==> config.mk <==
export PLATFORM = sky130hd
export DESIGN_NAME = rbsi_resolve
export DESIGN_NICKNAME = d
export VERILOG_FILES = /design/src/design/rbsi_pkg.sv /design/src/design/rbsi_resolve.sv
export SDC_FILE = /design/constraint.sdc
export NUM_CORES = 1
export LEC_CHECK = 0
export ABC_AREA = 1
export BUFFER_PORTS_ARGS = -buffer_cell sky130_fd_sc_hd__buf_2
export CAP_MARGIN = 20
export CORE_MARGIN = 5
export CORE_UTILIZATION = 30
export DETAILED_ROUTE_END_ITERATION = 16
export PLACE_DENSITY_LB_ADDON = 0.08
export SETUP_SLACK_MARGIN = 0.3
export SYNTH_ARGS = -nofsm -noshare
export SYNTH_HDL_FRONTEND = slang
export SYNTH_SLANG_ARGS = --single-unit
export TNS_END_PERCENT = 30
==> constraint.sdc <==
create_clock -name clk -period 5.75 [get_ports clk]
set_input_delay 0.8625 -clock clk [delete_from_list [all_inputs] [get_ports clk]]
set_output_delay 0.8625 -clock clk [all_outputs]
set_load 0.02 [all_outputs]
==> src/design/rbsi_pkg.sv <==
// Package: shared constants and control types for the ray/box slab intersect unit
package rbsi_pkg;

  // default coordinate width (Q16.16)
  localparam int COORD_WIDTH_DEF = 32;
  localparam int FRAC_BITS       = 16;
  localparam int NUM_AXES        = 3;
  localparam int NUM_LANES       = 2 * NUM_AXES;

  // reset value of each half extent (1.0 in Q16.16)
  localparam longint unsigned HALF_RESET_DEF = 65536;

  // configuration register indices
  localparam int CFG_IDX_W = 2;
  localparam logic [CFG_IDX_W-1:0] REG_HALF_X = 2'd0;
  localparam logic [CFG_IDX_W-1:0] REG_HALF_Y = 2'd1;
  localparam logic [CFG_IDX_W-1:0] REG_HALF_Z = 2'd2;

  // hit counts
  localparam logic [1:0] HITS_NONE = 2'd0;
  localparam logic [1:0] HITS_ONE  = 2'd1;
  localparam logic [1:0] HITS_TWO  = 2'd2;

  // per-item control that rides alongside the divider lanes
  typedef struct packed {
    logic                 miss;   // a zero-direction axis with start outside its slab
    logic [NUM_AXES-1:0]  dzero;  // direction component is zero on that axis
    logic [NUM_LANES-1:0] qneg;   // quotient sign per lane
  } rbsi_side_t;

endpackage

==> src/design/rbsi_resolve.sv <==
// Back end: signed parameters, slab bounds, entry/exit and the result register
module rbsi_resolve #(
  parameter int W = 32
) (
  input  logic                  clk,
  input  logic                  rst_n,
  input  logic                  adv,
  input  logic                  in_valid,
  input  logic [W-2:0]          quot [rbsi_pkg::NUM_LANES],
  input  logic [rbsi_pkg::NUM_LANES-1:0] sat,
  input  rbsi_pkg::rbsi_side_t  in_side,
  output logic                  out_valid_r,
  output logic [1:0]            hit_count_r,
  output logic [W-1:0]          first_t_r,
  output logic [W-1:0]          second_t_r
);
  import rbsi_pkg::*;

  localparam logic [W-1:0] TMax = {1'b0, {(W-1){1'b1}}};
  localparam logic [W-1:0] TMin = {1'b1, {(W-1){1'b0}}};

  // stage 1: signed, saturated parameters
  logic                 v1_r;
  logic                 miss1_r;
  logic [NUM_AXES-1:0]  dzero1_r;
  logic signed [W-1:0]  t_r [NUM_LANES];
  logic signed [W-1:0]  t_nxt [NUM_LANES];

  always_comb begin
    for (int l = 0; l < NUM_LANES; l++) begin
      if (sat[l]) begin
        t_nxt[l] = in_side.qneg[l] ? TMin : TMax;
      end else begin
        t_nxt[l] = in_side.qneg[l] ? -$signed({1'b0, quot[l]}) : $signed({1'b0, quot[l]});
      end
    end
  end

  always_ff @(posedge clk) begin
    if (!rst_n) begin
      v1_r <= 1'b0;
    end else if (adv) begin
      v1_r <= in_valid;
    end
  end

  always_ff @(posedge clk) begin
    if (adv) begin
      t_r      <= t_nxt;
      miss1_r  <= in_side.miss;
      dzero1_r <= in_side.dzero;
    end
  end

  // stage 2: per-axis lower and upper crossing; a flat direction places no bound
  logic                 v2_r;
  logic                 miss2_r;
  logic signed [W-1:0]  lo_r [NUM_AXES];
  logic signed [W-1:0]  hi_r [NUM_AXES];
  logic signed [W-1:0]  lo_nxt [NUM_AXES];
  logic signed [W-1:0]  hi_nxt [NUM_AXES];

  always_comb begin
    for (int a = 0; a < NUM_AXES; a++) begin
      if (dzero1_r[a]) begin
        lo_nxt[a] = TMin;
        hi_nxt[a] = TMax;
      end else if (t_r[2*a] < t_r[2*a+1]) begin
        lo_nxt[a] = t_r[2*a];
        hi_nxt[a] = t_r[2*a+1];
      end else begin
        lo_nxt[a] = t_r[2*a+1];
        hi_nxt[a] = t_r[2*a];
      end
    end
  end

  always_ff @(posedge clk) begin
    if (!rst_n) begin
      v2_r <= 1'b0;
    end else if (adv) begin
      v2_r <= v1_r;
    end
  end

  always_ff @(posedge clk) begin
    if (adv) begin
      lo_r    <= lo_nxt;
      hi_r    <= hi_nxt;
      miss2_r <= miss1_r;
    end
  end

  // stage 3: entry is the largest lower bound, exit the smallest upper bound
  logic                 v3_r;
  logic                 miss3_r;
  logic signed [W-1:0]  entry_r;
  logic signed [W-1:0]  exit_r;
  logic signed [W-1:0]  entry_nxt;
  logic signed [W-1:0]  exit_nxt;

  always_comb begin
    entry_nxt = lo_r[0];
    exit_nxt  = hi_r[0];
    for (int a = 1; a < NUM_AXES; a++) begin
      if (lo_r[a] > entry_nxt) begin
        entry_nxt = lo_r[a];
      end
      if (hi_r[a] < exit_nxt) begin
        exit_nxt = hi_r[a];
      end
    end
  end

  always_ff @(posedge clk) begin
    if (!rst_n) begin
      v3_r <= 1'b0;
    end else if (adv) begin
      v3_r <= v2_r;
    end
  end

  always_ff @(posedge clk) begin
    if (adv) begin
      entry_r <= entry_nxt;
      exit_r  <= exit_nxt;
      miss3_r <= miss2_r;
    end
  end

  // result register: positive parameters in order
  logic [1:0]   hit_count_nxt;
  logic [W-1:0] first_t_nxt;
  logic [W-1:0] second_t_nxt;

  always_comb begin
    hit_count_nxt = HITS_NONE;
    first_t_nxt   = '0;
    second_t_nxt  = '0;
    if (!miss3_r && !(entry_r > exit_r)) begin
      if (entry_r > 0) begin
        hit_count_nxt = HITS_TWO;
        first_t_nxt   = entry_r;
        second_t_nxt  = exit_r;
      end else if (exit_r > 0) begin
        hit_count_nxt = HITS_ONE;
        first_t_nxt   = exit_r;
      end
    end
  end

  always_ff @(posedge clk) begin
    if (!rst_n) begin
      out_valid_r <= 1'b0;
    end else if (adv) begin
      out_valid_r <= v3_r;
    end
  end

  always_ff @(posedge clk) begin
    if (adv) begin
      hit_count_r <= hit_count_nxt;
      first_t_r   <= first_t_nxt;
      second_t_r  <= second_t_nxt;
    end
  end

  // result consistency
  a_no_bad_count: assert property (@(posedge clk) disable iff (!rst_n)
    out_valid_r |-> (hit_count_r != 2'd3))
    else $error("hit count out of range");

  a_two_ordered: assert property (@(posedge clk) disable iff (!rst_n)
    (out_valid_r && hit_count_r == HITS_TWO) |->
      ($signed(first_t_r) > 0 && $signed(second_t_r) >= $signed(first_t_r)))
    else $error("two hits not positive and ordered");

  a_one_clean: assert property (@(posedge clk) disable iff (!rst_n)
    (out_valid_r && hit_count_r == HITS_ONE) |->
      ($signed(first_t_r) > 0 && second_t_r == '0))
    else $error("single hit malformed");

  a_miss_zero: assert property (@(posedge clk) disable iff (!rst_n)
    (out_valid_r && hit_count_r == HITS_NONE) |-> (first_t_r == '0 && second_t_r == '0))
    else $error("miss carries non-zero parameters");

endmodule

==> results of run 1 <==
-- state kept, by name, summed over array words and instances (netlist names) --
name,cells
hit_count_r,2
second_t_r,32
first_t_r,32
dzero1_r,3
hi_r,96
entry_r,32
t_r,192
exit_r,32
lo_r,96
miss3_r,1
v3_r,1
v1_r,1
v2_r,1
miss1_r,1
miss2_r,1
out_valid_r,1
-- layout make-up --
type	count	share of cell area [%]
Timing Repair Buffer	318	4.85
Clock buffer	71	4.40
Inverter	454	4.56
Clock inverter	43	1.59
Tap cell	1403	4.69
Sequential cell	524	41.9
Multi-Input combinational cell	2355	37.9
Antenna cell	2	0.0134
-- power by group through the flow --
| stage | logic, mW | registers [mW] | clock network (mW) |
|---|---|---|---|
| after global placement | 4.81 | 5.89 | 0 |
| after floorplan | 3.12 | 5.69 | 0 |
| final | 4.81 | 5.77 | 4.34 |
| after CTS | 4.86 | 5.79 | 4.48 |
| after detailed placement | 4.84 | 5.87 | 0 |
| after global routing | 5.50 | 5.85 | 4.61 |
-- cells by family after synthesis --
| logic type | count (synthesis) | share of synthesized area, % |
|---|---|---|
| adder cells (fa/ha/maj) | 257 | 9.98 |
| other | 1 | 0.0116 |
| flip-flops | 524 | 48.7 |
| AO/OA/AOI/OAI | 713 | 13.0 |
| buffers and inverters | 587 | 7.23 |
| AND/OR/NAND/NOR | 1208 | 16.2 |
| XOR/XNOR | 176 | 4.81 |
-- layout by cell type (no fill, tap or decap), types with 5 or more instances in the layout --
cell / Yosys / routed
sky130_fd_sc_hd__o31ai_1: 9 / 9
sky130_fd_sc_hd__bufinv_16: 0 / 14
sky130_fd_sc_hd__nand2_1: 514 / 513
sky130_fd_sc_hd__o21a_1: 6 / 6
sky130_fd_sc_hd__a211oi_1: 71 / 71
sky130_fd_sc_hd__o211ai_1: 104 / 104
sky130_fd_sc_hd__edfxtp_1: 520 / 520
sky130_fd_sc_hd__a21oi_1: 183 / 183
sky130_fd_sc_hd__nor2_1: 409 / 409
sky130_fd_sc_hd__nor3_1: 51 / 51
sky130_fd_sc_hd__inv_1: 444 / 444
sky130_fd_sc_hd__ha_1: 257 / 257
sky130_fd_sc_hd__nand4_1: 46 / 46
sky130_fd_sc_hd__nand3_1: 90 / 90
sky130_fd_sc_hd__buf_4: 3 / 38
sky130_fd_sc_hd__a31oi_1: 19 / 19
sky130_fd_sc_hd__or2_2: 13 / 13
sky130_fd_sc_hd__o221ai_1: 5 / 5
sky130_fd_sc_hd__nor4_1: 32 / 32
sky130_fd_sc_hd__buf_2: 34 / 271
sky130_fd_sc_hd__o41ai_1: 5 / 5
sky130_fd_sc_hd__clkinv_2: 0 / 10
sky130_fd_sc_hd__o21ai_0: 269 / 269
sky130_fd_sc_hd__buf_12: 3 / 8
sky130_fd_sc_hd__clkinvlp_4: 0 / 5
sky130_fd_sc_hd__xnor2_1: 66 / 66
sky130_fd_sc_hd__xor2_1: 109 / 109
sky130_fd_sc_hd__clkinv_1: 7 / 15
sky130_fd_sc_hd__o21ai_1: 18 / 18
sky130_fd_sc_hd__nand3_2: 32 / 32
sky130_fd_sc_hd__clkbuf_16: 0 / 63
-- per-stage QoR --
step | setup WS, ns | total power, mW | cells | hold WS, ns
global placement | 0.409 | 10.7 | 5054 | 0.432
CTS | 0.408 | 15.1 | 5168 | 0.331
global route | 0.152 | 16.0 | 5169 | 0.348
finish | 0.479 | 14.9 | 5170 | 0.390
floorplan | 1.64 | 8.81 | 3466 | 0.400
detailed placement | 0.424 | 10.7 | 5054 | 0.413
-- how the worst max path moves through the flow --
stage,startpoint,endpoint,depth (start not counted)
finish,lo_r[94]$_SDFFCE_PP0P_,entry_r[18]$_DFFE_PP_,22
global route,lo_r[94]$_SDFFCE_PP0P_,entry_r[18]$_DFFE_PP_,22
CTS,hi_r[63]$_SDFFCE_PP0P_,exit_r[3]$_DFFE_PP_,20
detailed placement,hi_r[63]$_SDFFCE_PP0P_,exit_r[3]$_DFFE_PP_,20
global placement,hi_r[63]$_SDFFCE_PP0P_,exit_r[3]$_DFFE_PP_,20
floorplan,lo_r[49]$_SDFFCE_PP0P_,entry_r[2]$_DFFE_PP_,23
-- routing by layer --
metal / routed length, µm / vias up
li1: - / 12600
met1: 48900 / 11600
met2: 49300 / 508
met3: 4750 / 112
met4: 2000 / 6
met5: 41 / -
==> metrics, run 1 <==
HPWL after detailed placement approximately 85000 µm; library cells used by synthesis 56; post-synthesis sequential area ratio 48.7%; Worst Path Buf+Inv 4; Top Usage Layer GRT met2; mean instance size in the synthesized netlist 9.29 µm²; top cell types by occurrence after synthesis sky130_fd_sc_hd__edfxtp_1, sky130_fd_sc_hd__nand2_1, sky130_fd_sc_hd__inv_1; Synth Cell Area 32200 µm²; reg-to-reg critical path startpoint lo_r[94]$_SDFFCE_PP0P_; number of design rule violations left after detail routing 0; achievable clock frequency 0.190 GHz; first-pass GRT wire length 154000 µm; Starting Density 30.1%; count of port buffers added during placement ~270; slew at the pin with the worst max-slew slack 0.940 ns; number of vias after detailed routing about 25000; post-CTS setup repair buffer count 0; CP Cell Sequence inv_1 -> ha_1 -> nand2_1 -> nor2_1 -> nand4_1 -> nor4_1 -> nand2_1 -> nand3_1 -> nand3b_2 -> buf_12 -> o21ai_0 -> ha_1 -> nand2_1 -> nor2_1 -> a211oi_1 -> o211ai_1 -> a221oi_1 -> xor2_1 -> nand2_1 -> clkinv_1 -> buf_12 -> o21ai_0; total die area 114000 µm²; relative contribution of the clock network to total power 29.1%; CP Data Arrival Time 5.64 ns; die width about 340 µm; worst relative slew slack 37.2%; count of final setup violators 0; met1 Resource Use GR 25.1%; grt met2 use 30.2%; fraction of registers with async set/reset 0%; post-detailed-placement cell area 35200 µm²; Final Slew Violations 0; pin count of the biggest net entering global routing 133; r2r worst-path depth 22; setup slack, reg-to-reg 0.48 ns; slowest stage cell on the critical path sky130_fd_sc_hd__o21ai_0; IR drop worst, VDD 0.245 mV; DRT Wirelength about 100000 µm; share of the cycle needed by the critical path after routing 91.7%; maximum number of buffers from clock root to sink 3; register clock-pin slew on the reported worst setup and hold paths 0.06 ns; Hold-fix buffers, CTS 0; Most Frequent Cell on Critical Path sky130_fd_sc_hd__nand2_1; Worst path top cell family by delay simple AND/OR/NAND/NOR gates; hold path endpoint miss1_r$_DFFE_PP_; cell taking the most area after synthesis sky130_fd_sc_hd__edfxtp_1; reported net switching power between 5 and 6 mW; number of synthesized flops with an enable pin 520; count of cells resized by post-cts repair 0; switching share of total power 36.5%; CTS tree yes; clock period minus final worst setup slack approximately 5.3 ns; total overflow reported by the global router 0; clock root buffer master sky130_fd_sc_hd__clkbuf_16; category of the critical setup timing path reg -> reg; Core Util, Final 35.0%; DR iter-0 viols 1617; All-Layer GR Usage 18.1%; # clock sinks 524; total core area 107000 µm²; fraction of layout instances using a drive strength above 1 roughly an eighth; detailed-route wire length per cell ~20 µm; sequential cell area between 15000 and 20000 µm²; sum of negative setup slack 0 ns; row cnt 120; dominant cell by count in the synthesized netlist sky130_fd_sc_hd__edfxtp_1; insertion delay to the later sink of the worst-skew pair ~0.67 ns; peak per-stage delay on the critical path 0.65 ns; warnings from Yosys 0; number of global-route vias before repair 24000; global-route track usage on met3 2.89%; setup repair after global routing missed its margin true; Die Height 338 µm; H-tree depth 2; final weighted congestion of routability-driven global placement 0.837; Hold Path Cell Cnt 1; number of nets still failing antenna checks after routing 0; cts bufs inserted 61; count of final hold-check violations 0; outcome complete, no violations; largest driver fanout on the critical path 48; Via density 4.80; initial antenna violation count 6; count of fill cells added during filler insertion about 11000; critical hold path startpoint in_side[9]; power density over the cells 399 nW/µm²; proportion of power drawn by combinational gates 32.2%; register bit total from synthesis 524; Nets ~4200; sequential share of power between 30% and 40%; synth top area cells sky130_fd_sc_hd__edfxtp_1, sky130_fd_sc_hd__ha_1, sky130_fd_sc_hd__nand2_1; end of the worst register-to-register path entry_r[18]$_DFFE_PP_; required time reported for the critical path endpoint between 6 and 7 ns; final clock skew 0.0450 ns; first-pass detailed-route iteration total 6; post-synthesis to final-layout area growth 16.2%; primary flip-flop cell chosen by synthesis mapping sky130_fd_sc_hd__edfxtp_1; final instance area 37400 µm²; path class of the lowest-slack min-delay path in -> reg; Syn Inst Count 3466; boundary pin count 273; fraction of synthesized cell area taken by the top area cell type 48.5%; type of element launching the critical path register; Worst Setup End Kind register; MaxCap Viol Count 0; area used by multi-input combinational logic 14200 µm²; standby leakage power around 16 nW; cell internal power dissipation 9.48 mW; Post-Syn Nets 3929
(Power assumes the default switching activity.)
==> inputs of run 2 (changes only) <==
==> constraint.sdc (replaced) <==
create_clock -name clk -period 5.75 [get_ports clk]
set_input_delay 0.575 -clock clk [delete_from_list [all_inputs] [get_ports clk]]
set_output_delay 0.575 -clock clk [all_outputs]
set_load 0.02 [all_outputs]
==> metrics, run 2 (synthesis gave the netlist of run 1 again) <==
outcome complete, no violations; Worst Setup End Kind register; H-tree depth 3; setup repair after global routing missed its margin false; power after layout roughly 15 mW; clock root buffer master sky130_fd_sc_hd__clkbuf_16; number of design rule violations left after detail routing 0; post-place setup slack 0.431 ns; boundary pin count roughly 270; total overflow reported by the global router 0; Die Height 338 µm; Most flops, register t_r; worst relative slew slack 31.6%; initial antenna violation count 6; IR drop worst, VDD ~0.27 mV; setup slack, reg-to-reg 0.71 ns; critical hold path startpoint in_side[9]; count of final hold-check violations 0; Min Hold Slack 0.146 ns; reg-to-reg critical path startpoint lo_r[35]$_SDFFCE_PP0P_; largest driver fanout on the critical path 48; CP Data Arrival Time 5.37 ns; first-pass detailed-route iteration total 7; die width approximately 340 µm; register clock-pin slew on the reported worst setup and hold paths 0.06 ns; pin count of the biggest net entering global routing around 140; fraction of layout instances using a drive strength above 1 between 10 and 15%; count of placed standard cells including taps 5050; Starting Density roughly 30%; HPWL after detailed placement 84300 µm; number of global-route vias before repair 24200; number of vias after detailed routing 24700; clock period minus final worst setup slack 5.04 ns; ANT cells 0; post-synthesis to final-layout area growth 16.1%; global-route track usage on met3 2.27%; sum of negative setup slack 0 ns; achievable clock frequency 0.199 GHz; Final Slew Violations 0; first-pass GRT wire length 155000 µm; insertion delay to the later sink of the worst-skew pair 0.62 ns; row cnt 120; # clock sinks 524; DRT Wirelength 105000 µm; r2r worst-path depth 23; CTS tree yes; flip-flop count of the largest register, all copies and words added ~190; number of cells on the critical path 23; count of port buffers added during placement 272; Worst path top cell family by delay compound AO/OA/AOI/OAI gates; maximum number of buffers from clock root to sink 3; slowest stage cell on the critical path sky130_fd_sc_hd__o21ai_0; Top Usage Layer GRT met2; total core area ~110000 µm²; leading cell type in the layout, fill and taps excluded sky130_fd_sc_hd__edfxtp_1; cts bufs inserted 67; share of the cycle needed by the critical path after routing 87.6%; peak per-stage delay on the critical path between 0.4 and 0.5 ns; required time reported for the critical path endpoint 6.08 ns; category of the critical setup timing path reg -> reg; grt met2 use 30.4%; type of element launching the critical path register; total die area 114000 µm²; Final WS setup 0.715 ns; end of the worst register-to-register path entry_r[5]$_DFFE_PP_; Via density 4.77; DR iter-0 viols 1541; Top Registers t_r x192, hi_r x96, lo_r x96; final clock skew 0.0251 ns; launching instance or port of the critical path lo_r[35]$_SDFFCE_PP0P_; path class of the lowest-slack min-delay path in -> reg; power density over the cells about 400 nW/µm²; critical path endpoint entry_r[5]$_DFFE_PP_; number of nets still failing antenna checks after routing 0; detailed-route wire length per cell 20.3 µm; MaxCap Viol Count 0; CP Cell Sequence ha_1 -> nand2_1 -> inv_1 -> a221oi_1 -> o211ai_1 -> nand2_1 -> o2111ai_1 -> nand2_1 -> a21oi_1 -> nand3b_2 -> buf_12 -> o21ai_0 -> ha_1 -> nand2_1 -> nor2_1 -> a211oi_1 -> o2111ai_1 -> a221oi_1 -> xor2_1 -> nand2_1 -> clkinv_1 -> buf_4 -> o21ai_0; Most Frequent Cell on Critical Path sky130_fd_sc_hd__nand2_1; Worst Path Buf+Inv 4; commonest cells after routing, fill and taps aside sky130_fd_sc_hd__edfxtp_1, sky130_fd_sc_hd__nand2_1, sky130_fd_sc_hd__inv_1; final weighted congestion of routability-driven global placement 0.860; count of final setup violators 0; All-Layer GR Usage 18.2%; Nets 4181; standby leakage power roughly 16 nW; slew at the pin with the worst max-slew slack 1.02 ns; Hold-fix buffers, CTS 0; final std cells w/o fill 5170; met1 Resource Use GR between 20 and 30%
[run 2: repair_timing]
action                     CTS  global route
resized for setup            0             6
setup endpoints to repair    0            63
buffers inserted             0             0
[run 2: worst min-delay path by stage]
stage,to,slack (ns),depth (start not counted)
after floorplan,miss2_r$_DFFE_PP_,0.40,0
after global placement,miss3_r$_DFFE_PP_,0.43,0
after detailed placement,miss3_r$_DFFE_PP_,0.41,0
after CTS,miss1_r$_DFFE_PP_,0.1,1
after global routing,miss1_r$_DFFE_PP_,0.13,1
final,miss1_r$_DFFE_PP_,0.15,1
[run 2: final cells by class]
type	count	area [µm²]
Inverter	454	1710
Clock inverter	34	394
Sequential cell	524	15700
Fill cell	11100	69500
Timing Repair Buffer	316	1780
Multi-Input combinational cell	2355	14200
Tap cell	1403	1760
Clock buffer	84	1870
[run 2: power by group]
group          total (mW)  switching [mW]  internal, mW
Sequential           5.75           0.533          5.22
Combinational        4.82            3.26          1.57
Clock                4.35            1.65          2.70
Total                14.9            5.44          9.48
[run 2: per-stage QoR]
step,utilization (%),instance area [µm²]
global route,35.0,37400
global placement,32.8,35100
floorplan,-,32200
detailed placement,32.8,35100
CTS,34.9,37400
finish,35.0,37400
[run 2: worst reg2reg max path: stages (launching register included)]
cell and delay, ns:
sky130_fd_sc_hd__edfxtp_1 0.40, sky130_fd_sc_hd__ha_1 0.32, sky130_fd_sc_hd__nand2_1 0.07, sky130_fd_sc_hd__inv_1 0.04, sky130_fd_sc_hd__a221oi_1 0.27, sky130_fd_sc_hd__o211ai_1 0.23
sky130_fd_sc_hd__nand2_1 0.12, sky130_fd_sc_hd__o2111ai_1 0.15, sky130_fd_sc_hd__nand2_1 0.13, sky130_fd_sc_hd__a21oi_1 0.07, sky130_fd_sc_hd__nand3b_2 0.25, sky130_fd_sc_hd__buf_12 0.20
sky130_fd_sc_hd__o21ai_0 0.46, sky130_fd_sc_hd__ha_1 0.34, sky130_fd_sc_hd__nand2_1 0.09, sky130_fd_sc_hd__nor2_1 0.05, sky130_fd_sc_hd__a211oi_1 0.19, sky130_fd_sc_hd__o2111ai_1 0.20
sky130_fd_sc_hd__a221oi_1 0.31, sky130_fd_sc_hd__xor2_1 0.24, sky130_fd_sc_hd__nand2_1 0.14, sky130_fd_sc_hd__clkinv_1 0.11, sky130_fd_sc_hd__buf_4 0.23, sky130_fd_sc_hd__o21ai_0 0.13
[run 2: per-layer routing]
metal  share of wire [%]  vias to the layer above
met2                  47                      516
met3                 4.2                       95
met5               0.012                        -
met4                 1.6                        2
li1                    -                    12600
met1                  47                    11500
